File: config.mk
export PLATFORM = sky130hd
export DESIGN_NAME = i64a_div_stage
export DESIGN_NICKNAME = d
export VERILOG_FILES = /design/src/rtl/core/i64a_pkg.sv /design/src/rtl/core/i64a_div_stage.sv
export SDC_FILE = /design/constraint.sdc
export NUM_CORES = 1
export LEC_CHECK = 0
export BUFFER_PORTS_ARGS = -buffer_cell sky130_fd_sc_hd__buf_2
export CELL_PAD_IN_SITES_DETAIL_PLACEMENT = 0
export CELL_PAD_IN_SITES_GLOBAL_PLACEMENT = 2
export CORE_AREA = 2 2 207 209
export CTS_CLUSTER_SIZE = 25
export DETAILED_ROUTE_END_ITERATION = 8
export DIE_AREA = 0 0 209 211
export HOLD_SLACK_MARGIN = 0.05
export PLACE_DENSITY = 0.88
export SETUP_SLACK_MARGIN = 0.4
export SLEW_MARGIN = 20
export SYNTH_ARGS = -nofsm -noshare
export SYNTH_HDL_FRONTEND = slang
export SYNTH_SLANG_ARGS = --single-unit
File: constraint.sdc
create_clock -name clk -period 1.04 [get_ports clk]
set_clock_uncertainty 0.05 [all_clocks]
set_input_delay 0.156 -clock clk [delete_from_list [all_inputs] [get_ports clk]]
set_output_delay 0.156 -clock clk [all_outputs]
set_load 0.01 [all_outputs]
File: src/rtl/core/i64a_pkg.sv
// ----------------------------------------------------------------------------
// i64a_pkg
// Shared types and constants for the 64-bit signed ALU with division.
// ----------------------------------------------------------------------------
package i64a_pkg;

	localparam int unsigned W       = 64;
	localparam int unsigned OP_W    = 4;
	// One divider stage per quotient bit.
	localparam int unsigned DIV_STG = W;
	// The multiplier product joins the sideband at this divider stage input.
	localparam int unsigned MUL_JOIN = 2;

	typedef enum logic [OP_W-1:0] {
		OP_ADD = 4'd0,
		OP_SUB = 4'd1,
		OP_MUL = 4'd2,
		OP_DIV = 4'd3,
		OP_MOD = 4'd4,
		OP_EQ  = 4'd5,
		OP_NE  = 4'd6,
		OP_LT  = 4'd7,
		OP_LE  = 4'd8,
		OP_GT  = 4'd9,
		OP_GE  = 4'd10,
		OP_AND = 4'd11,
		OP_OR  = 4'd12,
		OP_NEG = 4'd13,
		OP_NOT = 4'd14,
		OP_NONE = 4'd15
	} op_t;

	// Per-request data that rides along the divider pipeline.
	typedef struct packed {
		op_t          op;
		logic         neg_q;
		logic         neg_r;
		logic         dz;
		logic [W-1:0] alt;
	} side_t;

endpackage

File: src/rtl/core/i64a_div_stage.sv
// ----------------------------------------------------------------------------
// i64a_div_stage
// One restoring division step: produces one quotient bit per stage.
// ----------------------------------------------------------------------------
module i64a_div_stage (
	input  logic                  clk,
	input  logic                  arst_n,
	input  logic                  in_valid,
	input  logic [i64a_pkg::W-1:0] in_rem,
	input  logic [i64a_pkg::W-1:0] in_nq,
	input  logic [i64a_pkg::W-1:0] in_den,
	input  i64a_pkg::side_t       in_side,
	output logic                  out_valid,
	output logic [i64a_pkg::W-1:0] out_rem,
	output logic [i64a_pkg::W-1:0] out_nq,
	output logic [i64a_pkg::W-1:0] out_den,
	output i64a_pkg::side_t       out_side
);
	import i64a_pkg::*;

	logic [W-1:0] rem_sh;
	logic [W-1:0] rem_sub;
	logic         take;

	// Shift in the next dividend bit and try to subtract the divisor.
	always_comb begin
		rem_sh  = {in_rem[W-2:0], in_nq[W-1]};
		take    = (rem_sh >= in_den);
		rem_sub = rem_sh - in_den;
	end

	always_ff @(posedge clk or negedge arst_n) begin
		if (!arst_n) begin
			out_valid <= 1'b0;
		end else begin
			out_valid <= in_valid;
		end
	end

	// Payload registers: quotient bits fill the dividend word from the bottom.
	always_ff @(posedge clk) begin
		out_rem  <= take ? rem_sub : rem_sh;
		out_nq   <= {in_nq[W-2:0], take};
		out_den  <= in_den;
		out_side <= in_side;
	end

endmodule

== After elaboration in Yosys (flattened, before gate mapping) ==
Cells that the tools add are included.

* Magnitude comparators: 1
* Muxes and demuxes: 1
* $add $sub $neg: 1

{| class="wikitable"
|+ Operators by type and width
! kind !! count
|-
| $ge 64x64->1 || 1
|-
| $mux 64 || 1
|-
| $sub 64x64->64 || 1
|}

* Flip-flop bits (word level): 264
* Input port bits: 266

== Logic depth before layout (Yosys ltp) ==
* Depth after elaboration: 2
* Mapped depth: 17
* Gate-level depth less buffers: 14

== Worst setup path after synthesis ==
OpenSTA, ideal clock, no wires.

* Path type: input-to-reg
* Start: input in_nq[63] (netlist name)
* End: register out_rem[11] (netlist name)
* Library setup time: 0.121 ns
* Setup slack: -1.755 ns
* Stages on the path: 15
* Data required time: 0.869 ns
* Data arrival time: 2.625 ns
* Cell sequence: inv_1 -> ha_1 -> fa_1 -> nor2b_1 -> o2111ai_1 -> nand3_1 -> a32o_2 -> nor3_2 -> o211ai_1 -> a211oi_2 -> or2_1 -> buf_4 -> inv_2 -> buf_4 -> mux2_2

* Longest elaborated chain between the ends: 2
* Elaborated cells between the ends (all ways): 3
* Classes of those cells: add/sub: 1; order compare: 1; mux: 1

{| class="wikitable"
|+ RTL lines
! item !! line !! source
|-
| start, declared || i64a_div_stage.sv:10 || <nowiki>input logic [i64a_pkg::W-1:0] in_nq,</nowiki>
|-
| $sub 64x64->64 or $ge 64x64->1 (tied branches) || i64a_div_stage.sv:29, i64a_div_stage.sv:28 ||
|-
| $mux 64 (*) || i64a_div_stage.sv:42 || <nowiki>out_rem <= take ? rem_sub : rem_sh;</nowiki>
|-
| end signal, assigned || i64a_div_stage.sv:42 ||
|-
| end, declared || i64a_div_stage.sv:14 || <nowiki>output logic [i64a_pkg::W-1:0] out_rem,</nowiki>
|}

Mark *: on every way between the ends. The rest lies on a longest branch, timed or not.

== Worst setup path after layout ==
* Start: input in_den[19] (netlist name)
* End: register out_rem[47] (netlist name)

* Longest elaborated chain between the ends: 2
* Elaborated cells between the ends (all ways): 3
* Classes of those cells: add/sub: 1; order compare: 1; mux: 1

{| class="wikitable"
|+ RTL lines
! item !! line !! source
|-
| start, declared || i64a_div_stage.sv:11 || <nowiki>input logic [i64a_pkg::W-1:0] in_den,</nowiki>
|-
| $sub 64x64->64 or $ge 64x64->1 (tied branches) || i64a_div_stage.sv:29, i64a_div_stage.sv:28 ||
|-
| $mux 64 (*) || i64a_div_stage.sv:42 ||
|}

Marks and branches as above.

==> impl_metrics.env <==
export IMPL_synth_xor_area_share_pct=4.68
export IMPL_synth_cell_types=74
export IMPL_power_density_nw_per_um2=1490
export IMPL_min_from="in_den[0]"
export IMPL_synth_edff_count=0
export IMPL_track_usage_pct=22.8
export IMPL_die_w_um=209
export IMPL_antenna_found_initial=13
export IMPL_synthFlopType="dfxtp_1"
export IMPL_clock_path_buffers=3
export IMPL_synth_adder_area_share_pct=7.98
export IMPL_start_util_pct=24.6
export IMPL_rsz0062_at_grt="yes"
export IMPL_num_rows=75
export IMPL_min_path_cells=1
export IMPL_grt_pass1_wl_mm=76.2
export IMPL_drt_wl_total_mm=52.4
export IMPL_wire_per_inst_um=19.5
export IMPL_max_cap_viol_count=0
export IMPL_synth_seq_cells=264
export IMPL_failed_checks="negative hold slack, negative setup slack"
export IMPL_h_tree_depth=2
export IMPL_grt_max_degree=15
export IMPL_total_leakage_power_nw=10.4
export IMPL_hold_ws_ns=-0.302
export IMPL_io_buffers=528
export IMPL_fin_crit_sh_pct=235
export IMPL_hp_class="in2reg"
export IMPL_critical_path_class="in2reg"
export IMPL_crit_fanout=8
export IMPL_hold_end="out_den[0]"
export IMPL_dr_pass1_iters=4
export IMPL_coreArea_sq_um=41800
export IMPL_setup_violations=329
export IMPL_tightest_slew_ns=0.572
export IMPL_syn_nets=1370
export IMPL_async_reset_ff_share_pct=0.379
export IMPL_synth_top_family_by_area="compound AO/OA/AOI/OAI gates"
export IMPL_arrival_ns=2.81
export IMPL_syn_inst=1039
export IMPL_synth_mux_area_fraction_pct=1.52
export IMPL_status="complete, but fails checks"
export IMPL_wl_met2_mm=26.1
export IMPL_die_h_um=211
export IMPL_top_layer_used="met5"
export IMPL_antenna_left=0
export IMPL_dp_hpwl_mm=39.2
export IMPL_die_area_sq_um=44100
export IMPL_root_buffer="clkbuf_16"
export IMPL_gp_congestion=0.902
export IMPL_nets=2460
export IMPL_routed_via_density=4.39
export IMPL_yosysWarnings=0
export IMPL_drive_gt1_share_pct=60.8
export IMPL_crit_required_ns=1.40
export IMPL_synth_simple_gate_area_share_pct=11.1
export IMPL_relSlewSlack_pct=61.5
export IMPL_layout_setup_ws_ns=-1.40
export IMPL_tns_ns=-119.60
export IMPL_overflow=0
export IMPL_drt_iter0_drc=473
export IMPL_synth_area_sq_um=10300
export IMPL_ir_drop_mv=1.28
export IMPL_cts_sinks=264
export IMPL_finalHoldViolCount=32
export IMPL_grt_pass1_vias=12629
export IMPL_cts_buffers=34
export IMPL_syn_area_per_cell_sq_um=9.90
export IMPL_endpoint_kind="flip-flop"
export IMPL_wl_met1_mm=21.3
export IMPL_synth_compound_area_share_pct=18.1
export IMPL_tritoncts="done"
export IMPL_power_mw=32.9
export IMPL_slew_viol_final=0
export IMPL_nFillCells=3693
export IMPL_io_pin_count=530
export IMPL_dr_total_vias=11834
export IMPL_syn_to_final_growth_pct=115
export IMPL_max_freq_mhz=409
export IMPL_place_inst=2355
export IMPL_clk_pin_slew_ns=0.05
export IMPL_drt_drc_violations_left=0
export IMPL_synth_seq_area_share_pct=51.4
export IMPL_final_cells=2693
export IMPL_critPathLaunchType="primary input"
export IMPL_min_period_ns=2.44
export IMPL_wl_met3_mm=3.22
[worst max-delay path by stage]
stage	from	endpoint	slack (ns)
2_1_floorplan	in_nq[63]	out_rem[33]	-1.57
3_3_place_gp	in_den[26]	out_rem[54]	-2.37
3_5_place_dp	in_den[26]	out_rem[54]	-2.23
4_1_cts	in_nq[63]	out_rem[34]	-1.41
5_1_grt	in_den[31]	out_rem[4]	-1.54
6_report	in_den[19]	out_rem[47]	-1.40
[registers in the layout, indices dropped and copies added, names as in the netlist]
| name | flops |
|---|---|
| out_den | 64 |
| out_rem | 64 |
| out_nq | 64 |
| out_side | 71 |
| out_valid | 1 |
[layout by cell type (no fill, tap or decap), types with 37 or more instances in the layout]
| cell type | instances |
|---|---|
| nor2_1 | 42 |
| buf_2 | 335 |
| a21oi_2 | 52 |
| buf_4 | 282 |
| dlygate4sd3_1 | 233 |
| buf_6 | 216 |
| clkbuf_16 | 37 |
| inv_1 | 70 |
| ha_1 | 39 |
| a21oi_1 | 70 |
| dfxtp_1 | 78 |
| dfxtp_2 | 184 |
| nand2_1 | 50 |
[final cells by class]
type	instances	area (sq um)	share of cell area, %
antenna	6	15.0	0.0678
clock buffer	46	977	4.41
clock inverter	9	73.8	0.334
inverter	85	344	1.55
multi-input combinational	653	5480	24.7
sequential	264	5520	25.0
tap	539	674	3.05
timing repair buffer	1091	9050	40.9
[synthesized netlist by cell type (4+ instances only)]
library cell    n  area [sq um]
nand2_1        57           214
a211oi_1        6          45.0
a21o_1         32           240
o21ai_0        41           205
a31oi_1         7          43.8
a21oi_1        98           490
and3_1          6          37.5
nor2b_1         5          31.3
buf_6           6          67.6
o21bai_1       10          75.1
o211ai_1        9          67.6
clkbuf_1       10          37.5
nor2_1         84           315
dfxtp_1       263          5270
nand4_1        18           113
buf_2          17          85.1
xnor2_1        32           280
and2_1          5          31.3
nand3_1        17          85.1
a21oi_2        30           263
and4_1          4          35.0
nand2b_1       12          75.1
a21boi_0        5          37.5
xor2_1         23           201
mux2_2         12           135
nor3_1         12          60.1
ha_1           64           801
inv_1          84           315
o21a_1          7          52.6
[cell families after synthesis]
kind of cell	after synthesis
simple gates	238
buf+inv	122
flops	264
compound gates	281
mux	14
xor+xnor	55
fa+ha+maj	65
[repair_timing]
item,4_1_cts,5_1_grt
pin swaps,33,34
hold buffers,232,1
endpoints found under the hold margin,264,33
endpoints found under the setup margin,329,329
gates resized for setup,422,271
buffers inserted,25,13
gates cloned,4,2
[layer usage]
layer / track usage, % / vias to the layer above
met3: 6.18 / 113
met4: 8.10 / 14
li1: - / 5775
met1: 26.7 / 5528
met5: 0 / -
met2: 40.0 / 404
[where the power goes]
part           switching [mW]  leakage [nW]  total (mW)  internal [mW]
clock network            4.70         0.519        11.3           6.60
logic                    4.50          7.65        10.1           5.60
registers               0.395          2.23        11.5           11.1
[critical path: stages]
cell and delay [ns]:
buf_2 0.09, inv_1 0.06, ha_4 0.29, buf_4 0.11, o21ai_1 0.05, o211ai_1 0.24
a21boi_2 0.08, buf_4 0.15, o221ai_4 0.21, nor3_2 0.08, o211ai_1 0.24, a211oi_2 0.12
or2_4 0.26, inv_4 0.09, buf_6 0.12, buf_12 0.14, mux2_4 0.30
[through the flow]
stage / setup WS, ns / utilization (%) / instance area [sq um]
2_1_floorplan: -1.57 / - / 10500
3_3_place_gp: -2.37 / 37.8 / 15800
3_5_place_dp: -2.23 / 37.8 / 15800
4_1_cts: -1.41 / 50.0 / 20900
5_1_grt: -1.54 / 53.0 / 22100
6_report: -1.40 / 53.0 / 22100
(Power assumes the default switching activity.)
